**src/sv/color_model_to_rgb_top_macros.svh**
```systemverilog
// Assertion helpers, clocked on clk and disabled during reset.
`ifndef COLOR_MODEL_TO_RGB_TOP_MACROS_SVH
`define COLOR_MODEL_TO_RGB_TOP_MACROS_SVH

// Same-cycle implication.
`define CMTR_ASSERT_NOW(label, ante, cons, msg) \
    label: assert property (@(posedge clk) disable iff (!rst_n) (ante) |-> (cons)) \
        else $error(msg);

// Next-cycle implication.
`define CMTR_ASSERT_NEXT(label, ante, cons, msg) \
    label: assert property (@(posedge clk) disable iff (!rst_n) (ante) |=> (cons)) \
        else $error(msg);

`endif

```
**src/sv/cmtr_pkg.sv**
```systemverilog
`timescale 1ns / 1ps

package cmtr_pkg;

    localparam int HUE_BITS    = 13;
    localparam int FRAC_BITS   = 10;
    // 60 degrees in 1/16 degree units = 15 * 2^6
    localparam int SECTOR_POW  = 6;
    localparam int SECTOR_ODD  = 15;
    localparam int HUE_SECTOR  = SECTOR_ODD << SECTOR_POW;
    localparam int HUE_FULL    = 6 * HUE_SECTOR;

    typedef logic [1:0] cmd_t;
    localparam cmd_t CMD_RGB = 2'd0;
    localparam cmd_t CMD_CMY = 2'd1;
    localparam cmd_t CMD_HSV = 2'd2;
    localparam cmd_t CMD_BAD = 2'd3;

    typedef logic [2:0] sector_t;
    localparam sector_t SECT_RED     = 3'd0;
    localparam sector_t SECT_YELLOW  = 3'd1;
    localparam sector_t SECT_GREEN   = 3'd2;
    localparam sector_t SECT_CYAN    = 3'd3;
    localparam sector_t SECT_BLUE    = 3'd4;
    localparam sector_t SECT_MAGENTA = 3'd5;

    typedef struct packed {
        logic    err;
        logic    direct;   // final color known at decode, no hsv math needed
        sector_t sector;
    } ctl_t;

endpackage

```
**src/sv/cmtr_decode.sv**
```systemverilog
`timescale 1ns / 1ps

module cmtr_decode
    import cmtr_pkg::*;
#(
    parameter int CB     = 12,
    parameter int A_BITS = 13
)
(
    input  logic                 clk,
    input  logic                 en,
    input  cmd_t                 command,
    input  logic [A_BITS-1:0]    chan_a,
    input  logic [CB-1:0]        chan_b,
    input  logic [CB-1:0]        chan_c,
    output ctl_t                 ctl,
    output logic [CB-1:0]        value,
    output logic [CB-1:0]        sat,
    output logic [FRAC_BITS-1:0] frac,
    output logic [CB-1:0]        dir_r,
    output logic [CB-1:0]        dir_g,
    output logic [CB-1:0]        dir_b
);

    localparam logic [CB-1:0]     ONE      = {CB{1'b1}};
    localparam logic [A_BITS-1:0] ONE_A    = A_BITS'((64'd1 << CB) - 64'd1);
    localparam logic [A_BITS-1:0] FULL_A   = A_BITS'(HUE_FULL);
    localparam logic [HUE_BITS-1:0] FULL_H = HUE_BITS'(HUE_FULL);

    ctl_t                 ctl_reg, ctl_next;
    logic [CB-1:0]        value_reg, sat_reg;
    logic [FRAC_BITS-1:0] frac_reg, frac_next;
    logic [CB-1:0]        dir_r_reg, dir_g_reg, dir_b_reg;
    logic [CB-1:0]        dir_r_next, dir_g_next, dir_b_next;
    logic [HUE_BITS-1:0]  hue;
    logic                 a_over_one;
    logic                 hue_over;
    sector_t              sector_next;

    assign a_over_one = (chan_a > ONE_A);
    assign hue_over   = (chan_a > FULL_A);
    // a full circle is the same hue as zero
    assign hue = (chan_a[HUE_BITS-1:0] == FULL_H) ? '0 : chan_a[HUE_BITS-1:0];

    always_comb
    begin
        ctl_next.sector = sector_next;
        ctl_next.err    = 1'b0;
        ctl_next.direct = 1'b1;
        dir_r_next      = '0;
        dir_g_next      = '0;
        dir_b_next      = '0;
        unique case (command)
            CMD_RGB:
            begin
                ctl_next.err = a_over_one;
                dir_r_next   = chan_a[CB-1:0];
                dir_g_next   = chan_b;
                dir_b_next   = chan_c;
            end
            CMD_CMY:
            begin
                ctl_next.err = a_over_one;
                dir_r_next   = ONE - chan_a[CB-1:0];
                dir_g_next   = ONE - chan_b;
                dir_b_next   = ONE - chan_c;
            end
            CMD_HSV:
            begin
                ctl_next.err    = hue_over;
                ctl_next.direct = hue_over || (chan_b == '0);
                // gray when saturation is zero
                dir_r_next      = chan_c;
                dir_g_next      = chan_c;
                dir_b_next      = chan_c;
            end
            CMD_BAD:
            begin
                ctl_next.err = 1'b1;
            end
        endcase
        if (ctl_next.err)
        begin
            ctl_next.direct = 1'b1;
            dir_r_next      = '0;
            dir_g_next      = '0;
            dir_b_next      = '0;
        end
    end

    always_comb
    begin
        priority if (hue < HUE_BITS'(HUE_SECTOR))
        begin
            sector_next = SECT_RED;
            frac_next   = hue[FRAC_BITS-1:0];
        end
        else if (hue < HUE_BITS'(2 * HUE_SECTOR))
        begin
            sector_next = SECT_YELLOW;
            frac_next   = FRAC_BITS'(hue - HUE_BITS'(HUE_SECTOR));
        end
        else if (hue < HUE_BITS'(3 * HUE_SECTOR))
        begin
            sector_next = SECT_GREEN;
            frac_next   = FRAC_BITS'(hue - HUE_BITS'(2 * HUE_SECTOR));
        end
        else if (hue < HUE_BITS'(4 * HUE_SECTOR))
        begin
            sector_next = SECT_CYAN;
            frac_next   = FRAC_BITS'(hue - HUE_BITS'(3 * HUE_SECTOR));
        end
        else if (hue < HUE_BITS'(5 * HUE_SECTOR))
        begin
            sector_next = SECT_BLUE;
            frac_next   = FRAC_BITS'(hue - HUE_BITS'(4 * HUE_SECTOR));
        end
        else
        begin
            sector_next = SECT_MAGENTA;
            frac_next   = FRAC_BITS'(hue - HUE_BITS'(5 * HUE_SECTOR));
        end
    end

    always_ff @(posedge clk)
    begin
        if (en)
        begin
            ctl_reg   <= ctl_next;
            value_reg <= chan_c;
            sat_reg   <= chan_b;
            frac_reg  <= frac_next;
            dir_r_reg <= dir_r_next;
            dir_g_reg <= dir_g_next;
            dir_b_reg <= dir_b_next;
        end
    end

    assign ctl   = ctl_reg;
    assign value = value_reg;
    assign sat   = sat_reg;
    assign frac  = frac_reg;
    assign dir_r = dir_r_reg;
    assign dir_g = dir_g_reg;
    assign dir_b = dir_b_reg;

endmodule

```
**src/sv/cmtr_scale.sv**
```systemverilog
`timescale 1ns / 1ps

// round(V * (D - S*w) / D) with D = ONE * HUE_SECTOR, four register stages.
module cmtr_scale
    import cmtr_pkg::*;
#(
    parameter int CB = 12
)
(
    input  logic                 clk,
    input  logic [3:0]           stage_en,
    input  logic [CB-1:0]        value,
    input  logic [CB-1:0]        sat,
    input  logic [FRAC_BITS-1:0] weight,
    output logic [CB-1:0]        result
);

    localparam longint unsigned ONE_L   = (64'd1 << CB) - 64'd1;
    localparam longint unsigned DEN_L   = ONE_L * HUE_SECTOR;
    localparam longint unsigned HALF_L  = DEN_L / 2;
    localparam longint unsigned ODD_L   = ONE_L * SECTOR_ODD;
    localparam int              SW_W    = CB + FRAC_BITS;
    localparam int              VF_W    = 2 * CB + FRAC_BITS;
    localparam int              N1_W    = VF_W - SECTOR_POW;
    localparam int              E_W     = CB + 4;
    localparam int              SHIFT   = N1_W;
    localparam int              M_W     = CB + 1;
    // reciprocal of ONE*15 scaled so the estimate is low by at most one
    localparam longint unsigned RECIP_L = (64'd1 << SHIFT) / ODD_L;

    localparam logic [SW_W-1:0] DEN   = SW_W'(DEN_L);
    localparam logic [VF_W-1:0] HALF  = VF_W'(HALF_L);
    localparam logic [E_W-1:0]  ODD   = E_W'(ODD_L);
    localparam logic [M_W-1:0]  RECIP = M_W'(RECIP_L);

    logic [SW_W-1:0]       sw_reg;
    logic [CB-1:0]         v_a_reg;
    logic [SW_W-1:0]       factor;
    logic [VF_W-1:0]       vf_reg;
    logic [VF_W-1:0]       n_sum;
    logic [N1_W-1:0]       n1_next, n1_reg;
    logic [N1_W+M_W-1:0]   est_prod;
    logic [CB-1:0]         est_next, est_reg;
    logic [N1_W-1:0]       back_prod;
    logic [N1_W-1:0]       rem;
    logic [CB-1:0]         result_reg, result_next;

    assign factor   = DEN - sw_reg;
    // the 2^6 part of the divisor is a plain shift
    assign n_sum    = vf_reg + HALF;
    assign n1_next  = n_sum[VF_W-1:SECTOR_POW];
    assign est_prod = (N1_W + M_W)'(n1_next) * (N1_W + M_W)'(RECIP);
    assign est_next = est_prod[SHIFT +: CB];

    assign back_prod   = N1_W'(est_reg) * N1_W'(ODD);
    assign rem         = n1_reg - back_prod;
    assign result_next = est_reg + CB'(rem >= N1_W'(ODD));

    always_ff @(posedge clk)
    begin
        if (stage_en[0])
        begin
            sw_reg  <= SW_W'(sat) * SW_W'(weight);
            v_a_reg <= value;
        end
        if (stage_en[1])
        begin
            vf_reg <= VF_W'(v_a_reg) * VF_W'(factor);
        end
        if (stage_en[2])
        begin
            n1_reg  <= n1_next;
            est_reg <= est_next;
        end
        if (stage_en[3])
        begin
            result_reg <= result_next;
        end
    end

    assign result = result_reg;

endmodule

```
**src/sv/color_model_to_rgb_top.sv**
```systemverilog
`timescale 1ns / 1ps

// Color model to RGB converter. Each request carries a mode (rgb, cmy, hsv)
// and a triple; rgb passes through, cmy is inverted per channel, hsv goes
// through the six-sector conversion with hue in 1/16 degree (0..5760) and
// components where all ones means 1.0. Invalid modes or out-of-range fields
// give range_error with a black result. Throughput is one request per clock
// while out_ready is high. Stages: one decode stage, four in each of the
// three scale lanes (saturation product, value product, reciprocal estimate
// of the divide by ONE*960, remainder correction) and the output register.
// Ready follows pipeline occupancy, so bubbles are squeezed out under stall.
module color_model_to_rgb_top
    import cmtr_pkg::*;
#(
    parameter int COMPONENT_BITS = 12
)
(
    input  logic                  clk,
    input  logic                  rst_n,
    input  logic                  in_valid,
    output logic                  in_ready,
    input  logic [1:0]            command,
    input  logic [((COMPONENT_BITS + 1 > HUE_BITS) ? COMPONENT_BITS + 1 : HUE_BITS)-1:0]
                                  chan_a,
    input  logic [COMPONENT_BITS-1:0] chan_b,
    input  logic [COMPONENT_BITS-1:0] chan_c,
    output logic                  out_valid,
    input  logic                  out_ready,
    output logic [COMPONENT_BITS-1:0] red,
    output logic [COMPONENT_BITS-1:0] green,
    output logic [COMPONENT_BITS-1:0] blue,
    output logic                  range_error
);

`include "color_model_to_rgb_top_macros.svh"

    localparam int CB     = COMPONENT_BITS;
    localparam int A_BITS = (CB + 1 > HUE_BITS) ? CB + 1 : HUE_BITS;
    localparam int NST    = 6;

    typedef struct packed {
        ctl_t          ctl;
        logic [CB-1:0] value;
        logic [CB-1:0] dir_r;
        logic [CB-1:0] dir_g;
        logic [CB-1:0] dir_b;
    } side_t;

    logic [NST-1:0]       valid_reg, valid_next;
    logic [NST-1:0]       vin;
    logic [NST:0]         rdy;
    logic [NST-1:0]       en;

    ctl_t                 ctl0;
    logic [CB-1:0]        value0, sat0, dir_r0, dir_g0, dir_b0;
    logic [FRAC_BITS-1:0] frac0;
    logic [FRAC_BITS-1:0] w_p, w_q, w_t;
    side_t                side0;
    side_t                side_reg [1:4];
    logic [CB-1:0]        p_res, q_res, t_res;

    logic [CB-1:0]        red_reg, green_reg, blue_reg;
    logic                 err_reg;
    logic [CB-1:0]        red_next, green_next, blue_next;

    // ---------------- pipeline control ----------------
    assign vin = {valid_reg[NST-2:0], in_valid};

    always_comb
    begin
        rdy[NST] = out_ready;
        for (int i = NST - 1; i >= 0; i--)
        begin
            rdy[i] = !valid_reg[i] || rdy[i+1];
        end
    end

    assign en         = rdy[NST-1:0] & vin;
    assign valid_next = (rdy[NST-1:0] & vin) | (~rdy[NST-1:0] & valid_reg);

    always_ff @(posedge clk or negedge rst_n)
    begin
        if (!rst_n)
        begin
            valid_reg <= '0;
        end
        else
        begin
            valid_reg <= valid_next;
        end
    end

    assign in_ready  = rdy[0];
    assign out_valid = valid_reg[NST-1];

    // ---------------- stage 0: decode ----------------
    cmtr_decode #(
        .CB     (CB),
        .A_BITS (A_BITS)
    ) u_decode (
        .clk     (clk),
        .en      (en[0]),
        .command (command),
        .chan_a  (chan_a),
        .chan_b  (chan_b),
        .chan_c  (chan_c),
        .ctl     (ctl0),
        .value   (value0),
        .sat     (sat0),
        .frac    (frac0),
        .dir_r   (dir_r0),
        .dir_g   (dir_g0),
        .dir_b   (dir_b0)
    );

    // ---------------- stages 1..4: p, q, t lanes ----------------
    assign w_p = FRAC_BITS'(HUE_SECTOR);
    assign w_q = frac0;
    assign w_t = FRAC_BITS'(HUE_SECTOR) - frac0;

    cmtr_scale #(.CB(CB)) u_scale_p (
        .clk      (clk),
        .stage_en (en[4:1]),
        .value    (value0),
        .sat      (sat0),
        .weight   (w_p),
        .result   (p_res)
    );

    cmtr_scale #(.CB(CB)) u_scale_q (
        .clk      (clk),
        .stage_en (en[4:1]),
        .value    (value0),
        .sat      (sat0),
        .weight   (w_q),
        .result   (q_res)
    );

    cmtr_scale #(.CB(CB)) u_scale_t (
        .clk      (clk),
        .stage_en (en[4:1]),
        .value    (value0),
        .sat      (sat0),
        .weight   (w_t),
        .result   (t_res)
    );

    assign side0.ctl   = ctl0;
    assign side0.value = value0;
    assign side0.dir_r = dir_r0;
    assign side0.dir_g = dir_g0;
    assign side0.dir_b = dir_b0;

    always_ff @(posedge clk)
    begin
        if (en[1])
        begin
            side_reg[1] <= side0;
        end
        for (int i = 2; i <= 4; i++)
        begin
            if (en[i])
            begin
                side_reg[i] <= side_reg[i-1];
            end
        end
    end

    // ---------------- stage 5: sector placement, output ----------------
    always_comb
    begin
        red_next   = side_reg[4].dir_r;
        green_next = side_reg[4].dir_g;
        blue_next  = side_reg[4].dir_b;
        if (!side_reg[4].ctl.direct)
        begin
            unique case (side_reg[4].ctl.sector)
                SECT_RED:
                begin
                    red_next = side_reg[4].value; green_next = t_res; blue_next = p_res;
                end
                SECT_YELLOW:
                begin
                    red_next = q_res; green_next = side_reg[4].value; blue_next = p_res;
                end
                SECT_GREEN:
                begin
                    red_next = p_res; green_next = side_reg[4].value; blue_next = t_res;
                end
                SECT_CYAN:
                begin
                    red_next = p_res; green_next = q_res; blue_next = side_reg[4].value;
                end
                SECT_BLUE:
                begin
                    red_next = t_res; green_next = p_res; blue_next = side_reg[4].value;
                end
                SECT_MAGENTA:
                begin
                    red_next = side_reg[4].value; green_next = p_res; blue_next = q_res;
                end
                default:
                begin
                    red_next = '0; green_next = '0; blue_next = '0;
                end
            endcase
        end
    end

    always_ff @(posedge clk)
    begin
        if (en[5])
        begin
            red_reg   <= red_next;
            green_reg <= green_next;
            blue_reg  <= blue_next;
            err_reg   <= side_reg[4].ctl.err;
        end
    end

    assign red         = red_reg;
    assign green       = green_reg;
    assign blue        = blue_reg;
    assign range_error = err_reg;

    // ---------------- assertions ----------------
    `CMTR_ASSERT_NOW(a_err_black, out_valid && range_error, red == '0 && green == '0 && blue == '0, "rejected request produced a nonzero color")
    `CMTR_ASSERT_NOW(a_scale_bound, valid_reg[4] && !side_reg[4].ctl.direct, p_res <= side_reg[4].value && q_res <= side_reg[4].value && t_res <= side_reg[4].value, "scaled component exceeds value")
    `CMTR_ASSERT_NEXT(a_accept_fills, in_valid && in_ready, valid_reg[0], "accepted request did not enter decode stage")

endmodule
```
**config.mk**
```make
export PLATFORM = sky130hd
export DESIGN_NAME = color_model_to_rgb_top
export DESIGN_NICKNAME = d
export VERILOG_FILES = /design/src/sv/cmtr_pkg.sv /design/src/sv/cmtr_decode.sv /design/src/sv/cmtr_scale.sv /design/src/sv/color_model_to_rgb_top.sv
export VERILOG_INCLUDE_DIRS = /design/src /design/src/sv
export SDC_FILE = /design/constraint.sdc
export NUM_CORES = 2
export LEC_CHECK = 0
export BUFFER_PORTS_ARGS = -buffer_cell sky130_fd_sc_hd__buf_2
export CORE_UTILIZATION = 45
export CTS_BUF_LIST = sky130_fd_sc_hd__clkbuf_8
export CTS_CLUSTER_DIAMETER = 40
export DETAILED_ROUTE_END_ITERATION = 7
export SLEW_MARGIN = 20
export SYNTH_ARGS = -nofsm -noshare
export SYNTH_HDL_FRONTEND = slang
export SYNTH_SLANG_ARGS = --single-unit
```
**constraint.sdc**
```tcl
create_clock -name clk -period 14.2 [get_ports clk]
set_input_delay 2.84 -clock clk [delete_from_list [all_inputs] [get_ports clk]]
set_output_delay 2.84 -clock clk [all_outputs]
set_load 0.01 [all_outputs]
```
==> flow_metrics.env <==
export IMPL_num_rows=152
export IMPL_path_max_fanout=14
export IMPL_yosys_warnings=0
export IMPL_drv_slew=0
export IMPL_synthArstFlopShare=0.00951
export IMPL_cp_arrival_ps=8650
export IMPL_synth_top_cell_area_share=0.284
export IMPL_synthXorXnorAreaFrac=0.0449
export IMPL_fillers=15874
export IMPL_crit_required_ps=14890
export IMPL_synth_top_cells_by_count="inv_1 (1589), fa_1 (1108), ha_1 (964)"
export IMPL_cts_tree="built"
export IMPL_chipHeight_um=419
export IMPL_ys_seq_area_frac=0.242
export IMPL_place_congestion=0.863
export IMPL_synth_edf_count=625
export IMPL_rsz0062_at_grt="no"
export IMPL_clk_path_buf_depth=3
export IMPL_synthFlopType="edfxtp_1"
export IMPL_cts_resized=0
export IMPL_cts_hold_fix_buffers=0
export IMPL_synth_area_mm2=0.0781
export IMPL_die_w_um=419
export IMPL_fmax_ghz=0.126
export IMPL_clk_latency_ps=850
export IMPL_critPathCaptureType="flip-flop"
export IMPL_path_class="flip-flop to flip-flop"
export IMPL_whs_ps=413
export IMPL_synth_mux_area_frac=0.00897
export IMPL_drtIter0Drc=2668
export IMPL_root_buffer="clkbuf_8"
export IMPL_synth_distinct_cells=84
export IMPL_fin_ws_ps=6240
export IMPL_area_delta_synth_final_pct=6.88
export IMPL_grt_max_degree=76
export IMPL_antenna_found_initial=1
export IMPL_nets=9788
export IMPL_start_util=0.454
export IMPL_vias=51100
export IMPL_largest_reg_flops=201
export IMPL_postSynthCellCount=7637
export IMPL_drt_first_pass_iters=5
export IMPL_via_per_inst=5.07
export IMPL_drv_cap=0
export IMPL_synth_top_family_by_area="adder cells"
export IMPL_hold_path_class="flip-flop to flip-flop"
export IMPL_placed_area_mm2=0.0812
export IMPL_slew_headroom=0.257
export IMPL_worst_pin_slew_ps=1110
export IMPL_postLayoutCellArea_mm2=0.0835
export IMPL_pre_cts_ws_ps=6260
export IMPL_postCtsSetupRepairBufs=0
export IMPL_clock_sinks=631
export IMPL_synth_nets=9752
export IMPL_ys_ff_latch=631
export IMPL_synthSimpleGateAreaFrac=0.114
export IMPL_grt_pass1_vias=53361
export IMPL_port_buffers=81
export IMPL_setup_violations=0
export IMPL_avgRoutedWirePerCell_um=17.0
export IMPL_period_needed_ps=7960
export IMPL_synthAdderAreaFrac=0.438
export IMPL_grt_overflow=0
export IMPL_clkSlewWorstSetupHoldPaths_ps=60
export IMPL_drt_total_wl_um=171000
export IMPL_synth_compound_area_frac=0.0633
export IMPL_drive_above_1_share=0.0519
export IMPL_syn_mean_instance_area_um2=10.2
export IMPL_grt_usage=0.200
export IMPL_finalCritPeriodShare=0.560
export IMPL_skew_ps=59.2
export IMPL_yosysTopAreaCell="fa_1"
export IMPL_drc_errors=0
export IMPL_ios=82
export IMPL_yosys_cell_count_top_type="inv_1"
export IMPL_yosys_top_cells_area="fa_1 (28%), edfxtp_1 (24%), ha_1 (15%), inv_1 (7.6%), nand2_1 (3.8%)"
export IMPL_dieArea_mm2=0.175
export IMPL_hold_viol_final=0
export IMPL_cts_buffers=109
export IMPL_antenna_left=0
export IMPL_cp_start_kind="flip-flop"
export IMPL_grt_first_pass_wirelength_um=281000
export IMPL_fin_setup_tns_ps=0
export IMPL_dpl_hpwl_um=138000
export IMPL_outcome="finished clean"
export IMPL_htree_levels=3
export IMPL_fp_coreArea_mm2=0.172
==> final cells by class <==
| cell class | count | area [um^2] | share of cell area |
|---|---|---|---|
| inverters | 1589 | 5960 | 0.0714 |
| flip-flops and latches | 631 | 18900 | 0.227 |
| repair buffers | 165 | 1040 | 0.0125 |
| multi-input cells | 5177 | 52400 | 0.628 |
| clock buffers | 109 | 1500 | 0.0180 |
| clock inverters | 90 | 748 | 0.00896 |
| well taps | 2310 | 2890 | 0.0346 |
| diodes | 3 | 7.51 | 0.0000899 |
==> layer usage <==
layer  routed length, um  up-vias  GRT usage
met5                   0        -          0
met4                2720        0     0.0418
met3                6550      158     0.0205
met2               79000      996      0.323
li1                    -    24392          -
met1               82900    25554      0.292
==> cells in the final DEF, fill, tap and decap left out, types with 47 or more instances in the layout <==
cell type,synthesis,layout
fa_1,1108,1108
nor3_1,70,70
inv_1,1589,1612
nand2b_1,47,47
a21oi_1,252,252
xnor2_1,251,248
o21ai_0,119,119
nand3_1,79,79
nor2_1,298,298
a21o_1,70,70
buf_2,1,81
and2_1,332,329
xor2_1,148,144
clkbuf_8,0,109
and3_1,48,48
buf_4,0,83
nor2b_1,78,77
edfxtp_1,625,625
nand2_1,788,788
ha_1,964,964
==> path summary, 6_finish.rpt <==
kind                            depth (start not counted)                        endpoint  slack, ps                           from
worst min-delay path                                    0      side_reg[0][176]$_DFFE_PP_        410     side_reg[0][123]$_DFFE_PP_
worst min register to register                          0      side_reg[0][176]$_DFFE_PP_        410     side_reg[0][123]$_DFFE_PP_
min in group asynchronous                               1                       async pin       1800                          rst_n
worst max-delay path                                   23  u_scale_q.vf_reg[32]$_DFFE_PP_       6240  u_scale_q.sw_reg[0]$_DFFE_PP_
worst max register to register                         23  u_scale_q.vf_reg[32]$_DFFE_PP_       6240  u_scale_q.sw_reg[0]$_DFFE_PP_
max in group asynchronous                               1                       async pin      12250                          rst_n
==> metrics by stage <==
step | instances | util
after floorplan | 7637 | -
after global placement | 9871 | 0.472
after detailed placement | 9871 | 0.472
after CTS | 10070 | 0.485
after global routing | 10072 | 0.485
final | 10074 | 0.485
==> kinds of logic after synthesis <==
kind of cell / after synthesis
xor gates and xnor gates: 400
adders and majority gates: 2072
muxes: 65
DFF: 631
and+or+nand+nor: 1877
AOI/OAI and AO/OA: 763
buffers and inverters: 1829
==> critical path, cell delays in order (launching register included) <==
cell	delay (ps)
edfxtp_1	590
inv_1	230
nand4b_1	180
o21ai_0	430
nand2_1	120
xor2_1	790
nand2_1	190
fa_1	600
fa_1	450
fa_1	500
fa_1	510
inv_1	50
fa_1	430
ha_1	370
a21o_1	200
a21oi_1	170
nor2b_1	70
o31a_1	310
a311o_1	390
a31oi_1	230
o21ai_1	170
a311o_1	400
nor4b_1	330
a211o_1	150
Power is not shown: default switching activity piles up to over one toggle a cycle in this logic, so the estimate is an artifact.
